--- config.mk ---
export PLATFORM = sky130hd
export DESIGN_NAME = rotated_point_bounding_box
export DESIGN_NICKNAME = d
export VERILOG_FILES = /design/src/design/rpbb_pkg.sv /design/src/design/rotated_point_bounding_box.sv
export SDC_FILE = /design/constraint.sdc
export NUM_CORES = 2
export LEC_CHECK = 0
export ABC_AREA = 1
export BUFFER_PORTS_ARGS = -buffer_cell sky130_fd_sc_hd__buf_2
export CAP_MARGIN = 20
export CORE_ASPECT_RATIO = 1.4
export CORE_MARGIN = 8
export CORE_UTILIZATION = 65
export CTS_CLUSTER_SIZE = 8
export DETAILED_ROUTE_END_ITERATION = 12
export PLACE_DENSITY_LB_ADDON = 0.05
export SLEW_MARGIN = 20
export SYNTH_ARGS = -nofsm -noshare
export SYNTH_HDL_FRONTEND = slang
export SYNTH_SLANG_ARGS = --single-unit
--- constraint.sdc ---
create_clock -name i_clk -period 9.09 [get_ports i_clk]
set_clock_uncertainty 0.2 [all_clocks]
set_input_delay 0.909 -clock i_clk [delete_from_list [all_inputs] [get_ports i_clk]]
set_output_delay 0.909 -clock i_clk [all_outputs]
set_load 0.02 [all_outputs]
--- src/design/rpbb_pkg.sv ---
// ----------------------------------------------------------------------------
// Rotated point bounding box package
// Item types, field widths and configuration register indexes shared by the
// bounding box design.
// ----------------------------------------------------------------------------
package rpbb_pkg;

    localparam int COORD_WIDTH   = 16;
    localparam int HALF_WIDTH    = COORD_WIDTH - 1;
    localparam int CFG_WIDTH     = 16;
    localparam int CFG_IDX_WIDTH = 3;

    localparam logic [CFG_IDX_WIDTH-1:0] CFG_ROT_XX = 3'd0;
    localparam logic [CFG_IDX_WIDTH-1:0] CFG_ROT_XY = 3'd1;
    localparam logic [CFG_IDX_WIDTH-1:0] CFG_ROT_YX = 3'd2;
    localparam logic [CFG_IDX_WIDTH-1:0] CFG_ROT_YY = 3'd3;
    localparam logic [CFG_IDX_WIDTH-1:0] CFG_POS_X  = 3'd4;
    localparam logic [CFG_IDX_WIDTH-1:0] CFG_POS_Y  = 3'd5;

    typedef struct packed {
        logic signed [COORD_WIDTH-1:0] point_x;
        logic signed [COORD_WIDTH-1:0] point_y;
        logic                          recompute;
        logic                          last_point;
    } t_point_in;

    typedef struct packed {
        logic signed [COORD_WIDTH-1:0] center_x;
        logic signed [COORD_WIDTH-1:0] center_y;
        logic        [HALF_WIDTH-1:0]  half_x;
        logic        [HALF_WIDTH-1:0]  half_y;
        logic                          updated;
    } t_box_out;

endpackage

--- src/design/rotated_point_bounding_box.sv ---
// ----------------------------------------------------------------------------
// Rotated point bounding box
// A result leaves the output register once the last point of a run has passed
// the input, rotation and snapshot registers. Throughput: one point per cycle
// while the output is not stalled, set by the single four-register pipeline.
// Reset (synchronous, active low) loads the identity matrix, a zero position,
// a zero stored box and an empty run.
// ----------------------------------------------------------------------------
module rotated_point_bounding_box #(
    parameter int FRAC_BITS = 14
) (
    input  logic                                 i_clk,
    input  logic                                 i_rst_n,
    input  logic                                 i_cfg_we,
    input  logic [rpbb_pkg::CFG_IDX_WIDTH-1:0]   i_cfg_idx,
    input  logic [rpbb_pkg::CFG_WIDTH-1:0]       i_cfg_data,
    input  logic                                 i_in_valid,
    output logic                                 o_in_ready,
    input  rpbb_pkg::t_point_in                  i_in,
    output logic                                 o_out_valid,
    input  logic                                 i_out_ready,
    output rpbb_pkg::t_box_out                   o_out
);

    localparam int CW     = rpbb_pkg::COORD_WIDTH;
    localparam int PROD_W = rpbb_pkg::CFG_WIDTH + CW;
    localparam int SUM_W  = PROD_W + 2;

    localparam logic signed [SUM_W-1:0] ROUND  = SUM_W'(1) <<< (FRAC_BITS - 1);
    localparam logic signed [SUM_W-1:0] SUM_HI = SUM_W'(2 ** (CW - 1) - 1);
    localparam logic signed [SUM_W-1:0] SUM_LO = -SUM_HI - SUM_W'(1);

    function automatic logic signed [CW-1:0] sat_coord(input logic signed [SUM_W-1:0] v);
        logic signed [CW-1:0] res;
        if (v > SUM_HI) begin
            res = SUM_HI[CW-1:0];
        end else if (v < SUM_LO) begin
            res = SUM_LO[CW-1:0];
        end else begin
            res = v[CW-1:0];
        end
        return res;
    endfunction

    // Configuration registers.
    logic signed [rpbb_pkg::CFG_WIDTH-1:0] r_rot_xx, r_rot_xy, r_rot_yx, r_rot_yy;
    logic signed [rpbb_pkg::CFG_WIDTH-1:0] r_pos_x, r_pos_y;

    always_ff @(posedge i_clk) begin
        if (!i_rst_n) begin
            r_rot_xx <= rpbb_pkg::CFG_WIDTH'(16384);
            r_rot_xy <= '0;
            r_rot_yx <= '0;
            r_rot_yy <= rpbb_pkg::CFG_WIDTH'(16384);
            r_pos_x  <= '0;
            r_pos_y  <= '0;
        end else if (i_cfg_we) begin
            case (i_cfg_idx)
                rpbb_pkg::CFG_ROT_XX: r_rot_xx <= i_cfg_data;
                rpbb_pkg::CFG_ROT_XY: r_rot_xy <= i_cfg_data;
                rpbb_pkg::CFG_ROT_YX: r_rot_yx <= i_cfg_data;
                rpbb_pkg::CFG_ROT_YY: r_rot_yy <= i_cfg_data;
                rpbb_pkg::CFG_POS_X:  r_pos_x  <= i_cfg_data;
                rpbb_pkg::CFG_POS_Y:  r_pos_y  <= i_cfg_data;
                default: begin
                end
            endcase
        end
    end

    logic en;
    logic r_out_valid;
    assign en         = !r_out_valid || i_out_ready;
    assign o_in_ready = en;

    // Stage 0: input register.
    logic                r_s0_valid;
    rpbb_pkg::t_point_in r_s0;

    // Stage 1: rotated coordinates.
    logic                 r_s1_valid, r_s1_recompute, r_s1_last;
    logic signed [CW-1:0] r_s1_rx, r_s1_ry;

    logic signed [PROD_W-1:0] prod_xx, prod_xy, prod_yx, prod_yy;
    logic signed [SUM_W-1:0]  sum_x, sum_y, sh_x, sh_y;

    always_comb begin
        prod_xx = PROD_W'(r_rot_xx) * PROD_W'(r_s0.point_x);
        prod_xy = PROD_W'(r_rot_xy) * PROD_W'(r_s0.point_y);
        prod_yx = PROD_W'(r_rot_yx) * PROD_W'(r_s0.point_x);
        prod_yy = PROD_W'(r_rot_yy) * PROD_W'(r_s0.point_y);
        sum_x   = SUM_W'(prod_xx) + SUM_W'(prod_xy) + ROUND;
        sum_y   = SUM_W'(prod_yx) + SUM_W'(prod_yy) + ROUND;
        sh_x    = sum_x >>> FRAC_BITS;
        sh_y    = sum_y >>> FRAC_BITS;
    end

    // Stage 2: running extremes and a snapshot of them at the end of a run.
    logic                 r_run_started;
    logic signed [CW-1:0] r_run_min_x, r_run_max_x, r_run_min_y, r_run_max_y;
    logic signed [CW-1:0] n_run_min_x, n_run_max_x, n_run_min_y, n_run_max_y;
    logic                 r_s2_valid, r_s2_updated;
    logic signed [CW-1:0] r_s2_min_x, r_s2_max_x, r_s2_min_y, r_s2_max_y;

    always_comb begin
        n_run_min_x = r_run_min_x;
        n_run_max_x = r_run_max_x;
        n_run_min_y = r_run_min_y;
        n_run_max_y = r_run_max_y;
        if (r_s1_recompute) begin
            if (!r_run_started) begin
                n_run_min_x = r_s1_rx;
                n_run_max_x = r_s1_rx;
                n_run_min_y = r_s1_ry;
                n_run_max_y = r_s1_ry;
            end else begin
                if (r_s1_rx < r_run_min_x) n_run_min_x = r_s1_rx;
                if (r_s1_rx > r_run_max_x) n_run_max_x = r_s1_rx;
                if (r_s1_ry < r_run_min_y) n_run_min_y = r_s1_ry;
                if (r_s1_ry > r_run_max_y) n_run_max_y = r_s1_ry;
            end
        end
    end

    // Stage 3: box from the snapshot.
    logic signed [CW:0]   mid_sum_x, mid_sum_y, mid_x, mid_y;
    logic signed [CW+1:0] cen_x, cen_y;
    logic        [CW:0]   diff_x, diff_y;
    rpbb_pkg::t_box_out   n_box;

    logic signed [CW-1:0]               r_box_center_x, r_box_center_y;
    logic [rpbb_pkg::HALF_WIDTH-1:0]    r_box_half_x, r_box_half_y;
    rpbb_pkg::t_box_out                 r_out;

    always_comb begin
        mid_sum_x = (CW + 1)'(r_s2_max_x) + (CW + 1)'(r_s2_min_x);
        mid_sum_y = (CW + 1)'(r_s2_max_y) + (CW + 1)'(r_s2_min_y);
        mid_x     = mid_sum_x >>> 1;
        mid_y     = mid_sum_y >>> 1;
        cen_x     = (CW + 2)'(mid_x) + (CW + 2)'(r_pos_x);
        cen_y     = (CW + 2)'(mid_y) + (CW + 2)'(r_pos_y);
        diff_x    = (CW + 1)'(r_s2_max_x) - (CW + 1)'(r_s2_min_x);
        diff_y    = (CW + 1)'(r_s2_max_y) - (CW + 1)'(r_s2_min_y);
        if (r_s2_updated) begin
            n_box.center_x = sat_coord(SUM_W'(cen_x));
            n_box.center_y = sat_coord(SUM_W'(cen_y));
            n_box.half_x   = diff_x[CW-1:1];
            n_box.half_y   = diff_y[CW-1:1];
            n_box.updated  = 1'b1;
        end else begin
            n_box.center_x = r_box_center_x;
            n_box.center_y = r_box_center_y;
            n_box.half_x   = r_box_half_x;
            n_box.half_y   = r_box_half_y;
            n_box.updated  = 1'b0;
        end
    end

    always_ff @(posedge i_clk) begin
        if (!i_rst_n) begin
            r_s0_valid     <= 1'b0;
            r_s1_valid     <= 1'b0;
            r_s2_valid     <= 1'b0;
            r_out_valid    <= 1'b0;
            r_run_started  <= 1'b0;
            r_run_min_x    <= '0;
            r_run_max_x    <= '0;
            r_run_min_y    <= '0;
            r_run_max_y    <= '0;
            r_box_center_x <= '0;
            r_box_center_y <= '0;
            r_box_half_x   <= '0;
            r_box_half_y   <= '0;
        end else if (en) begin
            r_s0_valid  <= i_in_valid;
            r_s1_valid  <= r_s0_valid;
            r_s2_valid  <= r_s1_valid && r_s1_last;
            r_out_valid <= r_s2_valid;
            if (r_s1_valid) begin
                r_run_min_x <= n_run_min_x;
                r_run_max_x <= n_run_max_x;
                r_run_min_y <= n_run_min_y;
                r_run_max_y <= n_run_max_y;
                if (r_s1_last) begin
                    r_run_started <= 1'b0;
                end else if (r_s1_recompute) begin
                    r_run_started <= 1'b1;
                end
            end
            if (r_s2_valid) begin
                r_box_center_x <= n_box.center_x;
                r_box_center_y <= n_box.center_y;
                r_box_half_x   <= n_box.half_x;
                r_box_half_y   <= n_box.half_y;
            end
        end
    end

    always_ff @(posedge i_clk) begin
        if (en) begin
            r_s0           <= i_in;
            r_s1_rx        <= sat_coord(sh_x);
            r_s1_ry        <= sat_coord(sh_y);
            r_s1_recompute <= r_s0.recompute;
            r_s1_last      <= r_s0.last_point;
            r_s2_updated   <= r_s1_recompute;
            r_s2_min_x     <= n_run_min_x;
            r_s2_max_x     <= n_run_max_x;
            r_s2_min_y     <= n_run_min_y;
            r_s2_max_y     <= n_run_max_y;
            r_out          <= n_box;
        end
    end

    assign o_out_valid = r_out_valid;
    assign o_out       = r_out;

    a_result_follows_last: assert property (@(posedge i_clk) disable iff (!i_rst_n)
        (en && r_s2_valid) |=> r_out_valid)
        else $error("End of run did not produce a result item.");

    a_run_ordered: assert property (@(posedge i_clk) disable iff (!i_rst_n)
        r_run_started |-> (r_run_min_x <= r_run_max_x) && (r_run_min_y <= r_run_max_y))
        else $error("Running minimum exceeds running maximum.");

    a_out_matches_box: assert property (@(posedge i_clk) disable iff (!i_rst_n)
        r_out_valid |-> (r_out.center_x == r_box_center_x)
            && (r_out.center_y == r_box_center_y)
            && (r_out.half_x == r_box_half_x) && (r_out.half_y == r_box_half_y))
        else $error("Result item differs from the stored box.");

endmodule

---- Yosys cells after proc, flatten, opt, wreduce, memory -nomap -nowiden ----
Cells that the tools add are included.
cells by class
  reductions and logical operators ........ 14
  $mul .................................... 4
  equality and inequality tests ........... 5
  add/subtract/negate cells ............... 10
  multiplexer cells ....................... 21
  order comparisons ....................... 12
operators with widths
  cell                                                                     number
  16-bit 2-to-1 mux                                                        18
  16-bit by 16-bit multiplier with 32-bit output                           4
  16-bit by 16-bit adder with 17-bit output                                4
  33-bit by 15-bit adder with 34-bit output (second input constant)        2
  32-bit by 32-bit adder with 33-bit output                                2
  63-bit 2-to-1 mux                                                        1
  20-bit by 16-bit > comparator with 1-bit output (second input constant)  2
  20-bit by 16-bit < comparator with 1-bit output (second input constant)  2
  17-bit by 16-bit > comparator with 1-bit output (second input constant)  2
  17-bit by 16-bit < comparator with 1-bit output (second input constant)  2
  16-bit > comparator                                                      2
  16-bit < comparator                                                      2
  16-bit subtractor                                                        2
  2-bit AND reduction                                                      8
  3-bit by 2-bit equality test with 1-bit output (second input constant)   2
  3-bit equality test (second input constant)                              2
  3-bit by 1-bit equality test with 1-bit output (second input constant)   1
  3-bit zero test                                                          1
  3-bit AND reduction                                                      1
  1-bit 2-to-1 mux                                                         2
  2-bit nonzero test                                                       1
  1-bit logical AND                                                        1
  1-bit zero test                                                          1
  1-bit logical OR                                                         1
word-level totals
  output and inout bits ................... 65
  bits in registers ....................... 423
  input port bits ......................... 58
  word-level logic and storage cells ...... 103

---- Depth between registers and ports, before layout ----
  word-level depth ........................ 6
  mapped depth ............................ 35
  depth with buffers taken out ............ 33

---- Worst setup path after synthesis ----
OpenSTA, ideal clock, no wires.
  kind .................................... reg-to-reg
  start ................................... register r_rot_xy[15] in the netlist's numbering
  end ..................................... register r_s1_rx[1], data pin
  required time ........................... 8.638 ns
  buffers on the path ..................... 3
  data arrival time ....................... 6.978 ns
  path slack .............................. 1.659 ns
  period minus slack after synthesis ...... 7.431 ns
  stages on the path, launching flop included .. 32
  path through ............................ dfxtp_1 > clkbuf_1 > clkbuf_1 > nand2_1 > fa_1 > fa_1 > inv_1 > fa_1 > inv_1 > fa_1 > inv_1 > fa_1 > inv_1 > fa_1 > fa_1 > fa_1 > inv_1 > ha_1 > nand2_1 > nor3_1 > inv_1 > nor2_1 > inv_1 > nor3_1 > a21oi_1 > inv_1 > nand3_1 > nand2_2 > nand2_2 > buf_4 > nand2_1 > nand2_1
on the way
  word-level cells in the longest chain between the ends .. 5
ends and longest elaborated chain
  item                                              RTL line                           RTL
  from (decl)                                       rotated_point_bounding_box.sv:46   logic signed [rpbb_pkg::CFG_WIDTH-1:0] r_rot_xx, r_rot_xy, r_rot_yx, r_rot_yy;
  from (signal assigned)                            rotated_point_bounding_box.sv:60   rpbb_pkg::CFG_ROT_XY: r_rot_xy <= i_cfg_data;
  16-bit by 16-bit multiplier with 32-bit output *  rotated_point_bounding_box.sv:89   prod_xy = PROD_W'(r_rot_xy) * PROD_W'(r_s0.point_y);
  32-bit by 32-bit adder with 33-bit output *       rotated_point_bounding_box.sv:92   sum_x = SUM_W'(prod_xx) + SUM_W'(prod_xy) + ROUND;
  33-bit by 15-bit adder with 34-bit output *       rotated_point_bounding_box.sv:92
  20-bit by 16-bit < comparator with 1-bit output   rotated_point_bounding_box.sv:37   end else if (v < SUM_LO) begin
  16-bit 2-to-1 mux                                 rotated_point_bounding_box.sv:37
  to (signal assigned)                              rotated_point_bounding_box.sv:202  r_s1_rx <= sat_coord(sh_x);
  to (decl)                                         rotated_point_bounding_box.sv:82   logic signed [CW-1:0] r_s1_rx, r_s1_ry;
Every way passes the cells marked *; elsewhere a longest branch is shown, timed or not.
A chain may end at the register's enable or synchronous reset.

---- Worst setup path in the final report ----
  start ................................... register r_s0[21] in the netlist's numbering
  end ..................................... register r_s1_rx[14], data pin
on the way
  word-level cells in the longest chain between the ends .. 5
ends and longest elaborated chain
  item                                              RTL line                           RTL
  from (decl)                                       rotated_point_bounding_box.sv:78   rpbb_pkg::t_point_in r_s0;
  from (signal assigned)                            rotated_point_bounding_box.sv:201  r_s0 <= i_in;
  16-bit by 16-bit multiplier with 32-bit output *  rotated_point_bounding_box.sv:88   prod_xx = PROD_W'(r_rot_xx) * PROD_W'(r_s0.point_x);
  32-bit by 32-bit adder with 33-bit output *       rotated_point_bounding_box.sv:92
  33-bit by 15-bit adder with 34-bit output *       rotated_point_bounding_box.sv:92
  20-bit by 16-bit < comparator with 1-bit output   rotated_point_bounding_box.sv:37
  16-bit 2-to-1 mux                                 rotated_point_bounding_box.sv:37
Marks and branches as above.

==> results.toml <==
[run_status]
status = "completed"

[synthesis]
synthDistinctLibCells = 49
synthTopCellsByArea = "fa_1 37%, inv_1 13%, nand2_1 10%"
async_flop_share = 0
synthFlopType = "dfxtp_1"
synth-edff-count = 196
synth_area_leader_cell = "fa_1"
synth_cells = 7893
yosysTopAreaCellShare = 0.373
seq_area_frac_synth = 0.163
syn_nets = 9589
synth.ff_latch_count = 423
avgSynthCellArea_um2 = 8.10
yosysWarnings = 0
mappedNetlistArea_mm2 = 0.0640

[route]
routed-via-count = 50033
wl_met2_um = 88800
drt-total-wl_um = 177000
drt-vias-per-instance = 5.43
drt_iter0_drc = 3839
drtAntennaViolNets = 0
wl_per_cell_um = 19.1
top_layer = "met5"
wl_met1_um = 63600
met3_length_um = 11700
drc = 0
firstDrtPassIters = 6

[layout]
final_nets = 9557
largest_reg_flops = 63
area_growth_syn_to_layout_pct = 5.72
final_util = 0.691
final_area_mm2 = 0.0676
drive_above_1_share = 0.0453

[clocking]
cts_buffers = 60
h-tree-depth = 2
post_cts_buffers = 0
clock_path_buffers = 3
cts_tree = "yes"
root_buffer = "clkbuf_16"
clk_pin_slew_ps = 50
clkSinkCount = 423
clk_latency_ps = 670
post_cts_resized = 0
postCtsHoldBufs = 0

[placed_design]
hpwl_um = 143000
io_buffers = 122
dpl_cell_area_mm2 = 0.0658
place.gp.congestion = 0.957

[sta]
fmax_ghz = 0.119
setup_tns_ps = 0
final_hold_viol_count = 0
setup_viol = 0
min_period_ps = 8400
rsz0062_at_grt = "false"
final.period_utilization = 0.924
drv_slew = 0
max_slew_margin = 0.243
worst_pin_slew_ps = 1140

[floorplanning]
num_rows = 136
die_h_um = 387
coreArea_mm2 = 0.0978
die-width_um = 281
ios = 123
die-area_mm2 = 0.109
start_util = 0.654

[setup_path]
r2r_slack_ps = 690
critPathMaxStageDelay_ps = 1050
critPathMaxFanout = 18
slowest_stage = "edfxtp_1"
crit_path_frequent_cell = "fa_1"
timing.rr.start = "r_s0[21]$_DFFE_PN_"
critPathKind = "register to register"
worstPathRequired_ps = 9290
worstSetupStartpointType = "register"
crit_buf_inv = 6
rr_endpoint = "r_s1_rx[14]$_SDFFCE_PN1N_"
crit_arrival_ps = 8600
ff2ff_path_depth = 25
critPathCaptureType = "register"
critPathTopFamily = "adder cells"

[global_route]
grt_overflow_total = 0
antenna_found_initial = 3
track_usage = 0.333
grt_pass1_vias = 53382
grt_max_degree = 81
grt_pass1_wl_um = 282000

[power_and_ir_drop]
ir_drop_v = 0.000474
leakage_uw = 0.0388
power-per-cell-area_mw_per_mm2 = 303

[worst_hold_path]
hp-class = "register to register"
hold_end = "r_s1_recompute$_DFFE_PN_"
worstHoldPathCells = 0
min-delay-start = "r_s0[1]$_DFFE_PN_"

[flow_run]
cap_violations = 0
[routing by layer]
metal | vias up | track usage
met3 | 567 | 0.0447
li1 | 22847 | -
met4 | 4 | 0.190
met2 | 1874 | 0.583
met5 | - | 0
met1 | 24741 | 0.389
[cells in the final DEF, fill, tap and decap left out, types with 3 or more instances in the layout]
cell	instances
o211ai_1	10
clkinv_1	4
nand3_1	236
edfxtp_1	196
inv_1	2226
a21boi_0	6
buf_4	112
o21ai_0	287
o21ai_1	10
nand4_1	15
nor2_1	442
clkbuf_16	61
a21o_1	11
ha_1	446
a31oi_1	10
dfxtp_1	227
nand2_2	14
nor3_1	20
xor2_1	74
nor4_1	5
or2_2	25
a21oi_1	302
o21a_1	6
o21bai_1	15
buf_2	121
o22ai_1	6
inv_2	4
nor2_2	3
nand3b_1	7
nand2_1	1699
xnor2_1	38
o31ai_1	4
clkbuf_1	46
fa_1	1192
[worst register-to-register path, stage by stage (launching register included)]
cell,delay (ps)
edfxtp_1,1050
nand2_1,100
inv_1,150
fa_1,480
fa_1,500
fa_1,690
inv_1,260
fa_1,560
inv_1,60
fa_1,480
fa_1,510
fa_1,490
inv_1,50
fa_1,520
inv_1,60
ha_1,340
a21oi_1,230
a21boi_0,280
a21boi_0,300
o21ai_0,110
a21oi_1,170
nand2_1,90
nand2_2,100
inv_1,50
nand2_2,210
nand2_1,100
[cells by family after synthesis]
family	Yosys count	share of synthesized area
AOI/OAI and AO/OA	682	0.0566
and+or+nand+nor	2473	0.153
buffers and inverters	2565	0.151
adders and majority gates	1638	0.460
xor gates and xnor gates	112	0.0153
DFF	423	0.163
[area by class of cell]
type                            count  area [um^2]
Antenna cell                        1         2.50
Tap cell                         1311         1640
Multi-Input combinational cell   4905        43900
Clock inverter                      4         88.8
Inverter                         2236         8400
Clock buffer                      107         1700
Sequential cell                   423        10400
Timing Repair Buffer              235         1490
Fill cell                        8182        30200
[synth_stat cells (74+ instances only)]
library cell,number
a21oi_1,302
clkbuf_1,295
dfxtp_1,227
edfxtp_1,196
fa_1,1192
ha_1,446
inv_1,2229
nand2_1,1700
nand3_1,236
nor2_1,444
o21ai_0,287
xor2_1,74
[how the worst max path moves through the flow]
stage                              start                         to  slack (ps)  depth (start not counted)
2_1_floorplan  r_rot_xy[15]$_SDFFE_PN0P_   r_s1_rx[1]$_SDFFCE_PN1N_        1660                         31
3_3_place_gp           r_s0[4]$_DFFE_PN_  r_s1_rx[10]$_SDFFCE_PN1N_         930                         25
3_5_place_dp          r_s0[21]$_DFFE_PN_  r_s1_rx[11]$_SDFFCE_PN1N_         770                         25
4_1_cts               r_s0[21]$_DFFE_PN_  r_s1_rx[14]$_SDFFCE_PN1N_         730                         25
5_1_grt               r_s0[21]$_DFFE_PN_  r_s1_rx[14]$_SDFFCE_PN1N_         210                         25
6_report              r_s0[21]$_DFFE_PN_  r_s1_rx[14]$_SDFFCE_PN1N_         690                         25
[where the power goes]
group          switching (uW)  internal (uW)  total, uW
registers                 359           2740       3100
logic                    9850           5350      15200
clock network             921           1280       2200
total                   11100           9360      20500
[per-stage QoR]
stage               hold slack (ps)  cells  setup slack [ps]  power (uW)
detailed placement              205   9108               775       18300
CTS                             188   9219               728       20500
global route                    199   9221               207       22700
finish                          217   9222               690       20500
global placement                208   9107               935       18100
floorplan                       200   7893              1660       14000
Note: power is estimated with default switching activity, not from simulation.
